[src/spbg_pkg.sv]
// constants, types and helper functions of the sine pcm byte generator
// used by every module of the block but the checker; depends on nothing
package spbg_pkg;

  localparam int PHASE_BITS         = 32;
  localparam int SINE_TABLE_ENTRIES = 1024;
  localparam int MAX_CHANNELS       = 16;
  localparam int MAX_SAMPLE_BYTES   = 4;

  localparam int TABLE_BITS = $clog2(SINE_TABLE_ENTRIES);
  localparam int NUM_BITS   = TABLE_BITS + 1;

  // configuration port
  localparam int CFG_WIDTH      = 32;
  localparam int CFG_INDEX_BITS = 2;

  typedef enum logic [CFG_INDEX_BITS-1:0] {
    CFG_PHASE_INC    = 2'd0,
    CFG_CHANNELS     = 2'd1,
    CFG_SAMPLE_BYTES = 2'd2
  } cfg_reg_t;

  localparam int CHAN_CFG_BITS  = 5;
  localparam int BYTE_CFG_BITS  = 3;
  localparam int CHAN_IDX_BITS  = 4;
  localparam int BYTE_IDX_BITS  = 2;

  localparam logic [CFG_WIDTH-1:0]     PHASE_INC_RESET = 32'd42852281;
  localparam logic [CHAN_CFG_BITS-1:0] CHANNELS_RESET  = 5'd2;
  localparam logic [BYTE_CFG_BITS-1:0] BYTES_RESET     = 3'd2;

  // fixed-point sine
  localparam logic [30:0] HALF_PI_Q30  = 31'd1686629713;
  localparam int          MAG_BITS     = 18;
  localparam logic [MAG_BITS-1:0] ONE_Q17 = 18'd131072;
  localparam int          ROUND_SHIFT  = 13;
  localparam logic [32:0] ROUND_HALF   = 33'd4096;
  localparam int          MAXVAL_BITS  = 30;
  localparam int          SAMPLE_BITS  = 32;

  localparam int TAYLOR_TERMS  = 5;
  localparam int TERM_IDX_BITS = $clog2(TAYLOR_TERMS);

  // divisors (2n)(2n+1) and their reciprocals floor(2^32 / d)
  localparam logic [6:0] TAYLOR_DIV [TAYLOR_TERMS] = '{
    7'd6, 7'd20, 7'd42, 7'd72, 7'd110
  };
  localparam logic [31:0] TAYLOR_RECIP [TAYLOR_TERMS] = '{
    32'((64'd1 << 32) / 64'd6),
    32'((64'd1 << 32) / 64'd20),
    32'((64'd1 << 32) / 64'd42),
    32'((64'd1 << 32) / 64'd72),
    32'((64'd1 << 32) / 64'd110)
  };

  // queue between front and back
  localparam int QUEUE_DEPTH    = 4;
  localparam int QUEUE_PTR_BITS = $clog2(QUEUE_DEPTH);
  localparam int QUEUE_CNT_BITS = $clog2(QUEUE_DEPTH + 1);

  typedef struct packed {
    logic [PHASE_BITS-1:0]    phase;
    logic [CHAN_CFG_BITS-1:0] chans;
    logic [BYTE_CFG_BITS-1:0] nbytes;
  } job_t;

  typedef struct packed {
    logic [SAMPLE_BITS-1:0]   bits;
    logic [CHAN_CFG_BITS-1:0] chans;
    logic [BYTE_CFG_BITS-1:0] nbytes;
  } sample_t;

  typedef enum logic [3:0] {
    SIN_IDLE,
    SIN_THETA,
    SIN_SQ1,
    SIN_SQ2,
    SIN_RECIP,
    SIN_FIX,
    SIN_ROUND,
    SIN_SCALE,
    SIN_DONE
  } sin_state_t;

  // full scale 2^(8*nbytes-2)-1 for a clamped byte count
  function automatic logic [MAXVAL_BITS-1:0] full_scale(input logic [BYTE_CFG_BITS-1:0] nbytes);
    logic [MAXVAL_BITS-1:0] v;
    case (nbytes)
      3'd1:    v = 30'h3f;
      3'd2:    v = 30'h3fff;
      3'd3:    v = 30'h3fffff;
      default: v = 30'h3fffffff;
    endcase
    return v;
  endfunction

endpackage

[src/spbg_if.sv]
// valid/ready channel interfaces of the sine pcm byte generator
// tick channel in, byte channel out; depends on nothing
interface spbg_tick_if;
  logic valid;
  logic ready;
  logic frame_tick;

  modport source (output valid, output frame_tick, input ready);
  modport sink (input valid, input frame_tick, output ready);
endinterface

interface spbg_byte_if;
  logic       valid;
  logic       ready;
  logic [7:0] data_byte;
  logic [3:0] channel_index;
  logic [1:0] byte_index;
  logic       frame_last;

  modport source (output valid, output data_byte, output channel_index,
                  output byte_index, output frame_last, input ready);
  modport sink (input valid, input data_byte, input channel_index,
                input byte_index, input frame_last, output ready);
endinterface

[src/sine_pcm_byte_generator_core.sv]
// top level of the sine pcm byte generator
// depends on spbg_pkg, spbg_if and the spbg_* modules
//
// usage:
//   ticks: valid/ready channel; each transfer with frame_tick set requests one
//   pcm frame, a transfer with frame_tick clear is taken and dropped.
//   pcm: valid/ready channel of bytes; a frame is channel_count * bytes_per_sample
//   transfers, all bytes of channel 0 first, little-endian, byte 0 sent as zero,
//   frame_last set on the final byte.
//   cfg_wen/cfg_index/cfg_wdata: register write port, index 0 phase increment,
//   1 channel count, 2 bytes per sample; write only while the block is idle.
// timing:
//   the sine unit takes one sample at a time, through 5 taylor terms of 4 steps each
//   plus intake, setup, rounding, scaling and hand-off; bytes of a frame leave one
//   per cycle while the pcm receiver keeps ready high.
//   a 4-deep job queue keeps ticks flowing while the sine unit is busy.
// reset: synchronous, clears the phase to zero and loads the default registers
//   (increment 42852281, 2 channels, 2 bytes). a stalled pcm receiver holds the
//   output byte, then the queue fills and ticks.ready drops.
module sine_pcm_byte_generator_core (
  input  logic                                clk,
  input  logic                                rst,
  input  logic                                cfg_wen,
  input  logic [spbg_pkg::CFG_INDEX_BITS-1:0] cfg_index,
  input  logic [spbg_pkg::CFG_WIDTH-1:0]      cfg_wdata,
  spbg_tick_if.sink                           ticks,
  spbg_byte_if.source                         pcm
);
  import spbg_pkg::*;

  logic    push_valid;
  job_t    push_data;
  logic    push_ready;
  logic    pop_valid;
  job_t    pop_data;
  logic    pop_ready;
  logic    smp_valid;
  sample_t smp;
  logic    smp_ready;

  spbg_front u_front (
    .clk       (clk),
    .rst       (rst),
    .cfg_wen   (cfg_wen),
    .cfg_index (cfg_index),
    .cfg_wdata (cfg_wdata),
    .ticks     (ticks),
    .job_valid (push_valid),
    .job       (push_data),
    .job_ready (push_ready)
  );

  spbg_queue u_queue (
    .clk        (clk),
    .rst        (rst),
    .push_valid (push_valid),
    .push_data  (push_data),
    .push_ready (push_ready),
    .pop_valid  (pop_valid),
    .pop_data   (pop_data),
    .pop_ready  (pop_ready)
  );

  spbg_sine u_sine (
    .clk          (clk),
    .rst          (rst),
    .job_valid    (pop_valid),
    .job          (pop_data),
    .job_ready    (pop_ready),
    .sample_valid (smp_valid),
    .sample       (smp),
    .sample_ready (smp_ready)
  );

  spbg_emit u_emit (
    .clk          (clk),
    .rst          (rst),
    .sample_valid (smp_valid),
    .sample       (smp),
    .sample_ready (smp_ready),
    .pcm          (pcm)
  );

endmodule

[src/spbg_front.sv]
// front end: configuration registers, tick intake and phase accumulator
// depends on spbg_pkg and spbg_tick_if
module spbg_front (
  input  logic                                 clk,
  input  logic                                 rst,
  input  logic                                 cfg_wen,
  input  logic [spbg_pkg::CFG_INDEX_BITS-1:0]  cfg_index,
  input  logic [spbg_pkg::CFG_WIDTH-1:0]       cfg_wdata,
  spbg_tick_if.sink                            ticks,
  output logic                                 job_valid,
  output spbg_pkg::job_t                       job,
  input  logic                                 job_ready
);
  import spbg_pkg::*;

  logic [CFG_WIDTH-1:0]     phase_inc;
  logic [CHAN_CFG_BITS-1:0] chan_cfg;
  logic [BYTE_CFG_BITS-1:0] byte_cfg;
  logic [PHASE_BITS-1:0]    phase;
  logic [CHAN_CFG_BITS-1:0] chans_clamped;
  logic [BYTE_CFG_BITS-1:0] bytes_clamped;
  logic                     push;

  always_ff @(posedge clk) begin
    if (rst) begin
      phase_inc <= PHASE_INC_RESET;
      chan_cfg  <= CHANNELS_RESET;
      byte_cfg  <= BYTES_RESET;
    end else if (cfg_wen) begin
      case (cfg_reg_t'(cfg_index))
        CFG_PHASE_INC:    phase_inc <= cfg_wdata;
        CFG_CHANNELS:     chan_cfg  <= cfg_wdata[CHAN_CFG_BITS-1:0];
        CFG_SAMPLE_BYTES: byte_cfg  <= cfg_wdata[BYTE_CFG_BITS-1:0];
        default: ;
      endcase
    end
  end

  always_comb begin
    if (chan_cfg == '0)
      chans_clamped = CHAN_CFG_BITS'(1);
    else if (chan_cfg > CHAN_CFG_BITS'(MAX_CHANNELS))
      chans_clamped = CHAN_CFG_BITS'(MAX_CHANNELS);
    else
      chans_clamped = chan_cfg;

    if (byte_cfg == '0)
      bytes_clamped = BYTE_CFG_BITS'(1);
    else if (byte_cfg > BYTE_CFG_BITS'(MAX_SAMPLE_BYTES))
      bytes_clamped = BYTE_CFG_BITS'(MAX_SAMPLE_BYTES);
    else
      bytes_clamped = byte_cfg;
  end

  // ticks with the request bit clear are dropped here
  assign ticks.ready = job_ready;
  assign push        = ticks.valid && job_ready && ticks.frame_tick;
  assign job_valid   = push;
  assign job.phase   = phase;
  assign job.chans   = chans_clamped;
  assign job.nbytes  = bytes_clamped;

  always_ff @(posedge clk) begin
    if (rst) begin
      phase <= '0;
    end else if (push) begin
      phase <= phase + PHASE_BITS'(phase_inc);
    end
  end

endmodule

[src/spbg_queue.sv]
// short job queue between the front end and the sine unit
// depends on spbg_pkg
module spbg_queue (
  input  logic           clk,
  input  logic           rst,
  input  logic           push_valid,
  input  spbg_pkg::job_t push_data,
  output logic           push_ready,
  output logic           pop_valid,
  output spbg_pkg::job_t pop_data,
  input  logic           pop_ready
);
  import spbg_pkg::*;

  job_t                      slots [QUEUE_DEPTH];
  logic [QUEUE_PTR_BITS-1:0] wr_ptr;
  logic [QUEUE_PTR_BITS-1:0] rd_ptr;
  logic [QUEUE_CNT_BITS-1:0] count;
  logic                      do_push;
  logic                      do_pop;

  assign push_ready = (count != QUEUE_CNT_BITS'(QUEUE_DEPTH));
  assign pop_valid  = (count != '0);
  assign pop_data   = slots[rd_ptr];
  assign do_push    = push_valid && push_ready;
  assign do_pop     = pop_valid && pop_ready;

  always_ff @(posedge clk) begin
    if (do_push) begin
      slots[wr_ptr] <= push_data;
    end
  end

  always_ff @(posedge clk) begin
    if (rst) begin
      wr_ptr <= '0;
      rd_ptr <= '0;
      count  <= '0;
    end else begin
      if (do_push) wr_ptr <= wr_ptr + QUEUE_PTR_BITS'(1);
      if (do_pop)  rd_ptr <= rd_ptr + QUEUE_PTR_BITS'(1);
      if (do_push && !do_pop)
        count <= count + QUEUE_CNT_BITS'(1);
      else if (do_pop && !do_push)
        count <= count - QUEUE_CNT_BITS'(1);
    end
  end

endmodule

[src/spbg_sine.sv]
// iterative sine unit: quarter-wave taylor series on one shared multiplier (plus a divisor
// multiply for the quotient fix), then scaling to the sample width; depends on spbg_pkg
module spbg_sine (
  input  logic              clk,
  input  logic              rst,
  input  logic              job_valid,
  input  spbg_pkg::job_t    job,
  output logic              job_ready,
  output logic              sample_valid,
  output spbg_pkg::sample_t sample,
  input  logic              sample_ready
);
  import spbg_pkg::*;

  sin_state_t state;
  sin_state_t state_next;

  logic [1:0]               quadrant;
  logic [NUM_BITS-1:0]      num;
  logic [CHAN_CFG_BITS-1:0] chans;
  logic [BYTE_CFG_BITS-1:0] nbytes;
  logic [30:0]              theta;
  logic [31:0]              term;
  logic [31:0]              sum;
  logic [31:0]              quot;
  logic [TERM_IDX_BITS-1:0] n;
  logic [MAG_BITS-1:0]      mag;
  logic [SAMPLE_BITS-1:0]   val;

  logic [TABLE_BITS-1:0]    k;
  logic [TABLE_BITS-1:0]    r;
  logic [NUM_BITS-1:0]      num_in;
  logic [31:0]              mul_a;
  logic [31:0]              mul_b;
  logic [63:0]              prod;
  logic [38:0]              quot_times_div;
  logic [38:0]              rem;
  logic [31:0]              q_fix;
  logic [32:0]              rounded;
  logic [32-ROUND_SHIFT:0]  mag_raw;
  logic                     done_fire;

  // table index, quadrant and distance into the quarter wave
  assign k      = job.phase[PHASE_BITS-1 -: TABLE_BITS];
  assign r      = {k[TABLE_BITS-3:0], 2'b00};
  assign num_in = job.phase[PHASE_BITS-2] ? NUM_BITS'(SINE_TABLE_ENTRIES) - {1'b0, r}
                                          : {1'b0, r};

  always_comb begin
    case (state)
      SIN_THETA: begin
        mul_a = 32'(num);
        mul_b = 32'(HALF_PI_Q30);
      end
      SIN_SQ1, SIN_SQ2: begin
        mul_a = term;
        mul_b = {1'b0, theta};
      end
      SIN_RECIP: begin
        mul_a = term;
        mul_b = TAYLOR_RECIP[n];
      end
      SIN_SCALE: begin
        mul_a = 32'(mag);
        mul_b = 32'(full_scale(nbytes));
      end
      default: begin
        mul_a = '0;
        mul_b = '0;
      end
    endcase
  end

  assign prod = 64'(mul_a) * 64'(mul_b);

  // reciprocal quotient is at most one short
  assign quot_times_div = 39'(quot) * 39'(TAYLOR_DIV[n]);
  assign rem            = 39'(term) - quot_times_div;
  assign q_fix          = (rem >= 39'(TAYLOR_DIV[n])) ? quot + 32'd1 : quot;

  assign rounded = 33'(sum) + ROUND_HALF;
  assign mag_raw = rounded[32:ROUND_SHIFT];

  assign done_fire = (state == SIN_DONE) && (!sample_valid || sample_ready);

  always_ff @(posedge clk) begin
    if (rst) begin
      state <= SIN_IDLE;
    end else begin
      state <= state_next;
    end
  end

  always_comb begin
    state_next = state;
    job_ready  = 1'b0;
    case (state)
      SIN_IDLE: begin
        job_ready = 1'b1;
        if (job_valid) state_next = SIN_THETA;
      end
      SIN_THETA: state_next = SIN_SQ1;
      SIN_SQ1:   state_next = SIN_SQ2;
      SIN_SQ2:   state_next = SIN_RECIP;
      SIN_RECIP: state_next = SIN_FIX;
      SIN_FIX: begin
        if (n == TERM_IDX_BITS'(TAYLOR_TERMS - 1))
          state_next = SIN_ROUND;
        else
          state_next = SIN_SQ1;
      end
      SIN_ROUND: state_next = SIN_SCALE;
      SIN_SCALE: state_next = SIN_DONE;
      SIN_DONE: begin
        if (done_fire) state_next = SIN_IDLE;
      end
      default: state_next = SIN_IDLE;
    endcase
  end

  always_ff @(posedge clk) begin
    case (state)
      SIN_IDLE: begin
        if (job_valid) begin
          quadrant <= k[TABLE_BITS-1 -: 2];
          num      <= num_in;
          chans    <= job.chans;
          nbytes   <= job.nbytes;
        end
      end
      SIN_THETA: begin
        theta <= 31'(prod >> TABLE_BITS);
        term  <= 32'(prod >> TABLE_BITS);
        sum   <= 32'(prod >> TABLE_BITS);
        n     <= '0;
      end
      SIN_SQ1, SIN_SQ2: term <= 32'(prod >> 30);
      SIN_RECIP:        quot <= 32'(prod >> 32);
      SIN_FIX: begin
        // terms with even n (x^3, x^7, x^11) subtract, clamped at zero; the others add
        if (!n[0])
          sum <= (sum >= q_fix) ? sum - q_fix : '0;
        else
          sum <= sum + q_fix;
        term <= q_fix;
        n    <= n + TERM_IDX_BITS'(1);
      end
      SIN_ROUND: begin
        mag <= (mag_raw > (32-ROUND_SHIFT+1)'(ONE_Q17)) ? ONE_Q17 : MAG_BITS'(mag_raw);
      end
      SIN_SCALE: val <= 32'(prod >> 17);
      default: ;
    endcase
  end

  always_ff @(posedge clk) begin
    if (rst) begin
      sample_valid <= 1'b0;
    end else if (done_fire) begin
      sample_valid <= 1'b1;
    end else if (sample_ready) begin
      sample_valid <= 1'b0;
    end
  end

  always_ff @(posedge clk) begin
    if (done_fire) begin
      sample.bits   <= quadrant[1] ? (SAMPLE_BITS'(0) - val) : val;
      sample.chans  <= chans;
      sample.nbytes <= nbytes;
    end
  end

endmodule

[src/spbg_emit.sv]
// byte emitter: walks channels and bytes of one sample into the output register
// depends on spbg_pkg and spbg_byte_if
module spbg_emit (
  input  logic              clk,
  input  logic              rst,
  input  logic              sample_valid,
  input  spbg_pkg::sample_t sample,
  output logic              sample_ready,
  spbg_byte_if.source       pcm
);
  import spbg_pkg::*;

  logic                     active;
  sample_t                  cur;
  logic [CHAN_IDX_BITS-1:0] ch;
  logic [BYTE_IDX_BITS-1:0] bi;
  logic                     issue;
  logic                     last_ch;
  logic                     last_b;
  logic                     load;

  assign issue        = active && (!pcm.valid || pcm.ready);
  assign last_ch      = ({1'b0, ch} == cur.chans - CHAN_CFG_BITS'(1));
  assign last_b       = ({1'b0, bi} == cur.nbytes - BYTE_CFG_BITS'(1));
  assign sample_ready = !active || (issue && last_ch && last_b);
  assign load         = sample_valid && sample_ready;

  always_ff @(posedge clk) begin
    if (rst) begin
      active    <= 1'b0;
      pcm.valid <= 1'b0;
    end else begin
      if (issue)
        pcm.valid <= 1'b1;
      else if (pcm.ready)
        pcm.valid <= 1'b0;

      if (load)
        active <= 1'b1;
      else if (issue && last_ch && last_b)
        active <= 1'b0;
    end
  end

  always_ff @(posedge clk) begin
    if (issue) begin
      // the least significant byte always goes out as zero
      pcm.data_byte     <= (bi == '0) ? 8'd0 : 8'(cur.bits >> {bi, 3'b000});
      pcm.channel_index <= ch;
      pcm.byte_index    <= bi;
      pcm.frame_last    <= last_ch && last_b;
    end
    if (load) begin
      cur <= sample;
      ch  <= '0;
      bi  <= '0;
    end else if (issue) begin
      if (last_b) begin
        bi <= '0;
        ch <= last_ch ? '0 : ch + CHAN_IDX_BITS'(1);
      end else begin
        bi <= bi + BYTE_IDX_BITS'(1);
      end
    end
  end

endmodule

[src/flat_wrapper.sv]
// flat-port wrapper written by rule: the top's interface ports become plain ports
module sine_pcm_byte_generator_core_flat import spbg_pkg::*;
  (clk, rst, cfg_wen, cfg_index, cfg_wdata, ticks_valid, ticks_frame_tick, ticks_ready, pcm_valid, pcm_data_byte, pcm_channel_index, pcm_byte_index, pcm_frame_last, pcm_ready);
  spbg_tick_if ticks_i ();
  spbg_byte_if pcm_i ();
  input  logic clk;
  input  logic rst;
  input  logic cfg_wen;
  input  logic [spbg_pkg::CFG_INDEX_BITS-1:0] cfg_index;
  input  logic [spbg_pkg::CFG_WIDTH-1:0] cfg_wdata;
  input wire logic [$bits(ticks_i.valid)-1:0] ticks_valid;
  input wire logic [$bits(ticks_i.frame_tick)-1:0] ticks_frame_tick;
  output wire logic [$bits(ticks_i.ready)-1:0] ticks_ready;
  output wire logic [$bits(pcm_i.valid)-1:0] pcm_valid;
  output wire logic [$bits(pcm_i.data_byte)-1:0] pcm_data_byte;
  output wire logic [$bits(pcm_i.channel_index)-1:0] pcm_channel_index;
  output wire logic [$bits(pcm_i.byte_index)-1:0] pcm_byte_index;
  output wire logic [$bits(pcm_i.frame_last)-1:0] pcm_frame_last;
  input wire logic [$bits(pcm_i.ready)-1:0] pcm_ready;
  assign ticks_i.valid = ticks_valid;
  assign ticks_i.frame_tick = ticks_frame_tick;
  assign ticks_ready = ticks_i.ready;
  assign pcm_valid = pcm_i.valid;
  assign pcm_data_byte = pcm_i.data_byte;
  assign pcm_channel_index = pcm_i.channel_index;
  assign pcm_byte_index = pcm_i.byte_index;
  assign pcm_frame_last = pcm_i.frame_last;
  assign pcm_i.ready = pcm_ready;
  sine_pcm_byte_generator_core u_core (.clk(clk), .rst(rst), .cfg_wen(cfg_wen), .cfg_index(cfg_index), .cfg_wdata(cfg_wdata), .ticks(ticks_i), .pcm(pcm_i));
endmodule
[config.mk]
export PLATFORM = sky130hd
export DESIGN_NAME = sine_pcm_byte_generator_core_flat
export DESIGN_NICKNAME = d
export VERILOG_FILES = /design/src/spbg_pkg.sv /design/src/spbg_if.sv /design/src/sine_pcm_byte_generator_core.sv /design/src/spbg_front.sv /design/src/spbg_queue.sv /design/src/spbg_sine.sv /design/src/spbg_emit.sv /design/src/flat_wrapper.sv
export SDC_FILE = /design/constraint.sdc
export NUM_CORES = 2
export LEC_CHECK = 0
export BUFFER_PORTS_ARGS = -buffer_cell sky130_fd_sc_hd__buf_2
export CAP_MARGIN = 40
export CORE_ASPECT_RATIO = 1.75
export CORE_MARGIN = 1
export CORE_UTILIZATION = 67
export CTS_BUF_LIST = sky130_fd_sc_hd__clkbuf_8 sky130_fd_sc_hd__clkbuf_16
export DETAILED_ROUTE_END_ITERATION = 10
export PLACE_DENSITY = 0.88
export SYNTH_ARGS = -nofsm -noshare
export SYNTH_HDL_FRONTEND = slang
export SYNTH_HIERARCHICAL = 1
export SYNTH_SLANG_ARGS = --single-unit
export TNS_END_PERCENT = 30
[constraint.sdc]
create_clock -name clk -period 14.5 [get_ports clk]
set_input_delay 2.9 -clock clk [delete_from_list [all_inputs] [get_ports clk]]
set_output_delay 2.9 -clock clk [all_outputs]
set_load 0.005 [all_outputs]
Yosys cells after proc, flatten, opt, wreduce, memory -nomap -nowiden
Memory sizes are Yosys's and may differ from the RTL's. A register that Yosys moved wholly into a read port is not among the register bits. Index checks and enable logic that the tools add are counted.

Add/subtract/negate cells: 17. Multipliers: 2. Divide/modulo/power cells: 0. Order comparisons: 6. Equal/unequal tests: 19. Shift operators: 1. Muxes and demuxes: 38. Bitwise logic cells: 1. Reductions and logical operators: 40.

Operators by type and width (count): $mux 32 (6); $pmux 32 s3 (2); $pmux 32 s4 (1); $pmux 30 s3 (1); $add 32x32->32 (2); $mul 32x32->64 (1); $pmux 32 s2 (1); $ge 39x7->1 (1); $mul 32x7->39 (1); $sub 32x39->39 (1); $pmux 4 s9 (1); $add 32x13->33 const B (1); $add 32x1->32 const B (1); $ge 32x32->1 (1); $shr 32x5->8 (1); $sub 1x32->32 const A (1); $sub 32x32->32 (1); $gt 20x18->1 const B (1); $eq 4x3->1 const B (4); $mux 3 (5); $mux 7 (2); $logic_and 1x1->1 (12); $mux 4 (3); $reduce_and 2->1 (6); other kinds (38) (67).

Flip-flop bits (word level): 388. Latch bits: 0. Memory bits (writable): 160. ROM bits: 312. Input port bits: 40. Output and inout port bits: 17. Logic and storage cells: 162. Memories kept: 3.

Memories: (name not given) (words 8, width 32, read ports 1, clocked after memory_dff 0, wr ports 0, line spbg_sine.sv:61) `mul_b = TAYLOR_RECIP[n];`; u_core.u_queue.slots (words 4, width 40, read ports 1, clocked after memory_dff 1, wr ports 1, line spbg_queue.sv:15) `job_t slots [QUEUE_DEPTH];`; (name not given) (words 8, width 7, read ports 1, clocked after memory_dff 0, wr ports 0, line spbg_sine.sv:79) `assign q_fix = (rem >= 39'(TAYLOR_DIV[n])) ? quot + 32'd1 : quot;`.

Logic depth before layout (Yosys ltp)
Word-level depth: 12. Gate-level depth with buffers: 47. Gate-level depth less buffers: 42.

Hierarchy
Netlist, hierarchy kept.

By module, submodules not included: spbg_sine (instances 1, cells an instance 6136, area each 54329.6 µm²); spbg_queue (instances 1, cells an instance 257, area each 6294.8 µm²); spbg_front (instances 1, cells an instance 549, area each 4261.6 µm²); spbg_emit (instances 1, cells an instance 144, area each 2467.4 µm²).

Worst setup path after synthesis
OpenSTA, ideal clock, no wires.

Kind: reg2reg. Start point: reg u_core.u_sine.state[0]. End point: reg u_core.u_sine.term[25], data pin. Library setup time: 275 ps. Data arrival time: 10162 ps. Setup slack: 4063 ps. Stages on the path, launching flop included: 39. Buffers on the path: 5. Path through: dfxtp_1 clkbuf_1 or4b_1 clkbuf_1 clkbuf_1 inv_1 clkbuf_1 a221o_1 clkbuf_1 nand2_1 fa_1 inv_1 fa_1 fa_1 inv_1 fa_1 inv_1 fa_1 (+3 left out) fa_1 inv_1 fa_1 inv_1 ha_1 a21o_1 a21o_1 a21oi_1 nand3_1 a211oi_1 nor4_2 o21ai_1 a2bb2oi_1 a221o_1 a21oi_1 o221ai_1 xnor2_1 o221ai_1.

Word-level cells in the longest chain between the ends: 5. Elaborated cells on any way between the ends: 12. Those cells by class: mul (1); eq/ne (6); mux (3); reduce/logical (2).

Ends and longest elaborated chain: start: declaration (line spbg_sine.sv:15) `sin_state_t state;`; start signal: assignment (line spbg_sine.sv:90) `state <= state_next;`; $eq 4x3->1 or $eq 4x2->1 (tied branches) (line spbg_sine.sv:50, spbg_sine.sv:122); $reduce_or 3->1 (no line) or $reduce_or 2->1 (tied branches); $pmux 32 s3 or $pmux 32 s4 (tied branches) (line spbg_sine.sv:50) `case (state)`; $mul 32x32->64 (line spbg_sine.sv:74) `assign prod = 64'(mul_a) * 64'(mul_b);`; $pmux 32 s3 (*) (line spbg_sine.sv:122) `case (state)`; end signal: assignment (line spbg_sine.sv:133) `term <= 32'(prod >> TABLE_BITS);`; end signal: assignment (line spbg_sine.sv:137) `SIN_SQ1, SIN_SQ2: term <= 32'(prod >> 30);`; end signal: assignment (line spbg_sine.sv:145) `term <= q_fix;`; end: declaration (line spbg_sine.sv:23) `logic [31:0] term;`.

Mark *: on every way between the ends. The rest lies on a longest branch, timed or not. A chain may end at the register's enable or synchronous reset.

Worst setup path in the final report
Start point: reg u_core.u_sine.n[0]. End point: reg u_core.u_sine.sum[19], data pin.

Word-level cells in the longest chain between the ends: 12. Elaborated cells on any way between the ends: 19. Those cells by class: add/sub (3); mul (2); order compare (2); mux (9); bitwise (1); memory (2).

Ends and longest elaborated chain: start: declaration (line spbg_sine.sv:26) `logic [TERM_IDX_BITS-1:0] n;`; start signal: assignment (line spbg_sine.sv:146) `n <= n + TERM_IDX_BITS'(1);`; $not 3->4 (not written as such) (line spbg_sine.sv:61, spbg_sine.sv:77, spbg_sine.sv:79); $mem_v2 8x7; $mux 7 (not written as such) (2 in a row) (line spbg_sine.sv:79); $mul 32x7->39 (line spbg_sine.sv:77) `assign quot_times_div = 39'(quot) * 39'(TAYLOR_DIV[n]);`; $sub 32x39->39 (line spbg_sine.sv:78) `assign rem = 39'(term) - quot_times_div;`; $ge 39x7->1 (line spbg_sine.sv:79); $mux 32 (line spbg_sine.sv:79); $sub 32x32->32 or $ge 32x32->1 (tied branches) (line spbg_sine.sv:142) `sum <= (sum >= q_fix) ? sum - q_fix : '0;`; $mux 32 (line spbg_sine.sv:142); $mux 32 (line spbg_sine.sv:141) `if (!n[0])`; $pmux 32 s2 (*) (line spbg_sine.sv:122); end signal: assignment (line spbg_sine.sv:134) `sum <= 32'(prod >> TABLE_BITS);`; end signal: assignment (line spbg_sine.sv:142); end signal: assignment (line spbg_sine.sv:144) `sum <= sum + q_fix;`; end: declaration (line spbg_sine.sv:24) `logic [31:0] sum;`.

Mark *: on every way between the ends. The rest lies on a longest branch, timed or not. The select of a mux whose other input is x is not followed.

==> run_results.csv <==
group,metric,value,unit
logic_synthesis,mappedNetlistArea,64190,um^2
drt,first_pass_iters,9,
placed_design,detailed_placement_wirelength_estimate,166500,um
critical_path,crit_path_max_fanout,35,
timing,worstMarginPinSlew,1131,ps
clocking,cts_sinks,459,
global_routing,globalRouteOverflowTotal,0,
clocking,tritoncts_buffer_count,47,
critical_path,reg2reg_depth,42,
drt,dr.first_iter.drc_count,5481,
drt,drt_drc_violations_left,0,
timing,final_period_minus_worst_setup_slack,13600,ps
logic_synthesis,synth_fp_nets,8532,
timing,finalMaxSlewViolations,0,
global_routing,grt_max_degree,64,
floorplan,core.rowCount,149,
clocking,cts.reportedPaths.clkPinSlew,70,ps
critical_path,timing.critical_path.mode_cell,"ha_1",
critical_path,worst_path_dominant_cell_family,"simple AND/OR/NAND/NOR gates",
floorplan,design.die.area,97100,um^2
placed_design,final_replace_weighted_congestion,1.054,
min_path,hold_path_endpoint,"u_core/u_emit/cur[15]",
logic_synthesis,syn-instance-count,6974,
drt,avgRoutedWirePerCell,26.74,um
floorplan,floorplan.io_pins,57,
timing,max_freq,73.53,MHz
clocking,post_cts_resize_count,0,
finish,syn2layout_area_growth,5.890,%
critical_path,rr_endpoint,"u_core/u_sine/sum[19]",
critical_path,reg2reg_from,"u_core/u_sine/n[0]",
floorplan,die_width,236.0,um
global_routing,wire_length_of_the_first_global_routing_pass,328900,um
critical_path,critPathArrivalTime,14070,ps
clocking,max-clock-path-buffers,3,
job,timing.max_cap.violations,0,
global_routing,antenna_violations_before_repair,8,
critical_path,critPathCaptureType,"flip-flop",
timing,hold_violations,0,
timing,fin_worst_hold_slack,421.2,ps
critical_path,rrSetupSlack,900,ps
drt,detailroute.via_count,53082,
clocking,cts_hold_repair.buffers,0,
min_path,min-delay-path-class,"reg -> reg",
finish,drive_gt1_share,5.946,%
timing,min_period_over_period,93.79,%
drt,drt-vias-per-instance,6.518,
global_routing,gr-usage-all-layers,45.99,%
finish,fin_nets,8449,
timing,timing.clock.skew,19.70,ps
critical_path,slowest_stage,"nor4_1",
timing,max_slew_margin,24.57,%
timing,grt_setup_unrepaired,"no",
drt,postRouteAntennaNets,0,
finish,postLayoutCellArea,67970,um^2
timing,setup_viol_count_final,0,
critical_path,cp-start-kind,"flip-flop",
logic_synthesis,post_synth.cell_area_avg,9.204,um^2
clocking,post-cts-setup-buffer-count,0,
drt,drt-total-wl,217800,um
clocking,ctsRootBufferMaster,"clkbuf_16",
timing,fin_tns_setup,0,ps
finish,num-fill-cells,6646,
placed_design,detailed_place.area,66220,um^2
critical_path,path_buf_inv,5,
critical_path,worstPathRequired,14970,ps
critical_path,worstSetupPathType,"reg -> reg",
clocking,ctsHtreeMaxLevel,2,
global_routing,number_of_global_route_vias_before_repair,56692,
critical_path,crit_path_max_incr_delay,830,ps
min_path,whs_path_depth,0,
min_path,hold_start,"u_core/u_sine/sample[15]",
clocking,cts_tree,"yes",
floorplan,core_region_area,94520,um^2
logic_synthesis,yosysWarningCount,6,
floorplan,die_height,411.5,um
status,outcome,"completed",
placed_design,io_buffer_count,56,
floorplan,effective_utilization_at_floorplan,67.91,%
clocking,clock_insertion_delay_worst_skew,630,ps
## cell usage in the layout, fill, tap and decap left out, types with 17 or more instances in the layout
| cell | n |
|---|---|
| a21o_1 | 65 |
| o31ai_1 | 17 |
| mux2i_1 | 17 |
| nand2_1 | 1082 |
| dfxtp_1 | 94 |
| a221oi_1 | 23 |
| xor2_1 | 72 |
| o21bai_1 | 32 |
| and2_1 | 114 |
| a31oi_1 | 37 |
| edfxtp_1 | 365 |
| nor2_1 | 477 |
| ha_1 | 496 |
| mux4_2 | 26 |
| nand3_1 | 91 |
| a211oi_1 | 25 |
| buf_4 | 139 |
| fa_1 | 1022 |
| and3_1 | 47 |
| o211ai_1 | 22 |
| nor3_1 | 70 |
| o21a_1 | 23 |
| nand2b_1 | 64 |
| a221o_1 | 24 |
| a21oi_1 | 238 |
| a22oi_1 | 41 |
| xnor2_1 | 170 |
| nor4_1 | 21 |
| nand4_1 | 35 |
| inv_1 | 1332 |
| clkbuf_16 | 47 |
| o21ai_1 | 21 |
| buf_2 | 56 |
| nor2b_1 | 60 |
| or3_1 | 24 |
| o21ai_0 | 122 |
## stage by stage
step,instances,util (%),setup WS [ps]
2_1_floorplan,6974,-,4063
3_3_place_gp,8010,69.58,1523
3_5_place_dp,8045,70.06,1415
4_1_cts,8132,71.85,1378
5_1_grt,8138,71.90,425.2
6_report,8144,71.91,900.7
## worst reg2reg max path, delay by kind of cell, from the launching register on
kind	cells	cell delay (ps)
simple gates	14	4860
compound gates	13	3520
fa+ha+maj	8	3060
buf+inv	5	1130
flops	1	530
xor+xnor	2	380
## flip-flops by register name, summed over array words and instances (netlist names), 8 cells and up, named ones only
name,count
u_core/u_queue/slots,72
u_core/u_emit/cur,40
u_core/u_sine/sample,40
u_core/u_front/phase,32
u_core/u_front/phase_inc,32
u_core/u_sine/quot,32
u_core/u_sine/sum,32
u_core/u_sine/term,32
u_core/u_sine/val,32
u_core/u_sine/theta,31
u_core/u_sine/mag,18
u_core/u_sine/num,9
u_core/u_emit/pcm.data_byte,8
## worst max-delay path by stage
| stage | endpoint | from | cells after the start | slack (ps) |
|---|---|---|---|---|
| after global routing | u_core/u_sine/sum[17] | u_core/u_sine/n[0] | 42 | 430 |
| final | u_core/u_sine/sum[19] | u_core/u_sine/n[0] | 42 | 900 |
| after CTS | u_core/u_sine/sum[19] | u_core/u_sine/n[0] | 42 | 1380 |
| after detailed placement | u_core/u_sine/sum[19] | u_core/u_sine/n[0] | 42 | 1410 |
| after floorplan | u_core/u_sine/term[25] | u_core/u_sine/state[0] | 38 | 4060 |
| after global placement | u_core/u_sine/sum[19] | u_core/u_sine/n[2] | 40 | 1520 |
## cell type report
type	instances	area (um^2)	area share (%)
Multi-Input combinational cell	4834	45230	66.54
Inverter	1333	5004	7.361
Timing Repair Buffer	216	1673	2.461
Clock inverter	38	494.2	0.7271
Sequential cell	459	12840	18.89
Antenna cell	7	17.52	0.02577
Clock buffer	49	1204	1.771
Tap cell	1208	1511	2.224
## layer usage
| layer | up-vias | track usage (%) | wire length [um] |
|---|---|---|---|
| met1 | 25942 | 45.94 | 63740 |
| met4 | 4 | 46.86 | 28300 |
| met5 | - | 0.1490 | 28 |
| met2 | 3802 | 76.21 | 102900 |
| li1 | 21891 | - | - |
| met3 | 1443 | 11.92 | 22800 |
Power is left out: the tool's default activity adds up to more than one toggle a clock period on the data nets, which glitch-free logic cannot reach.
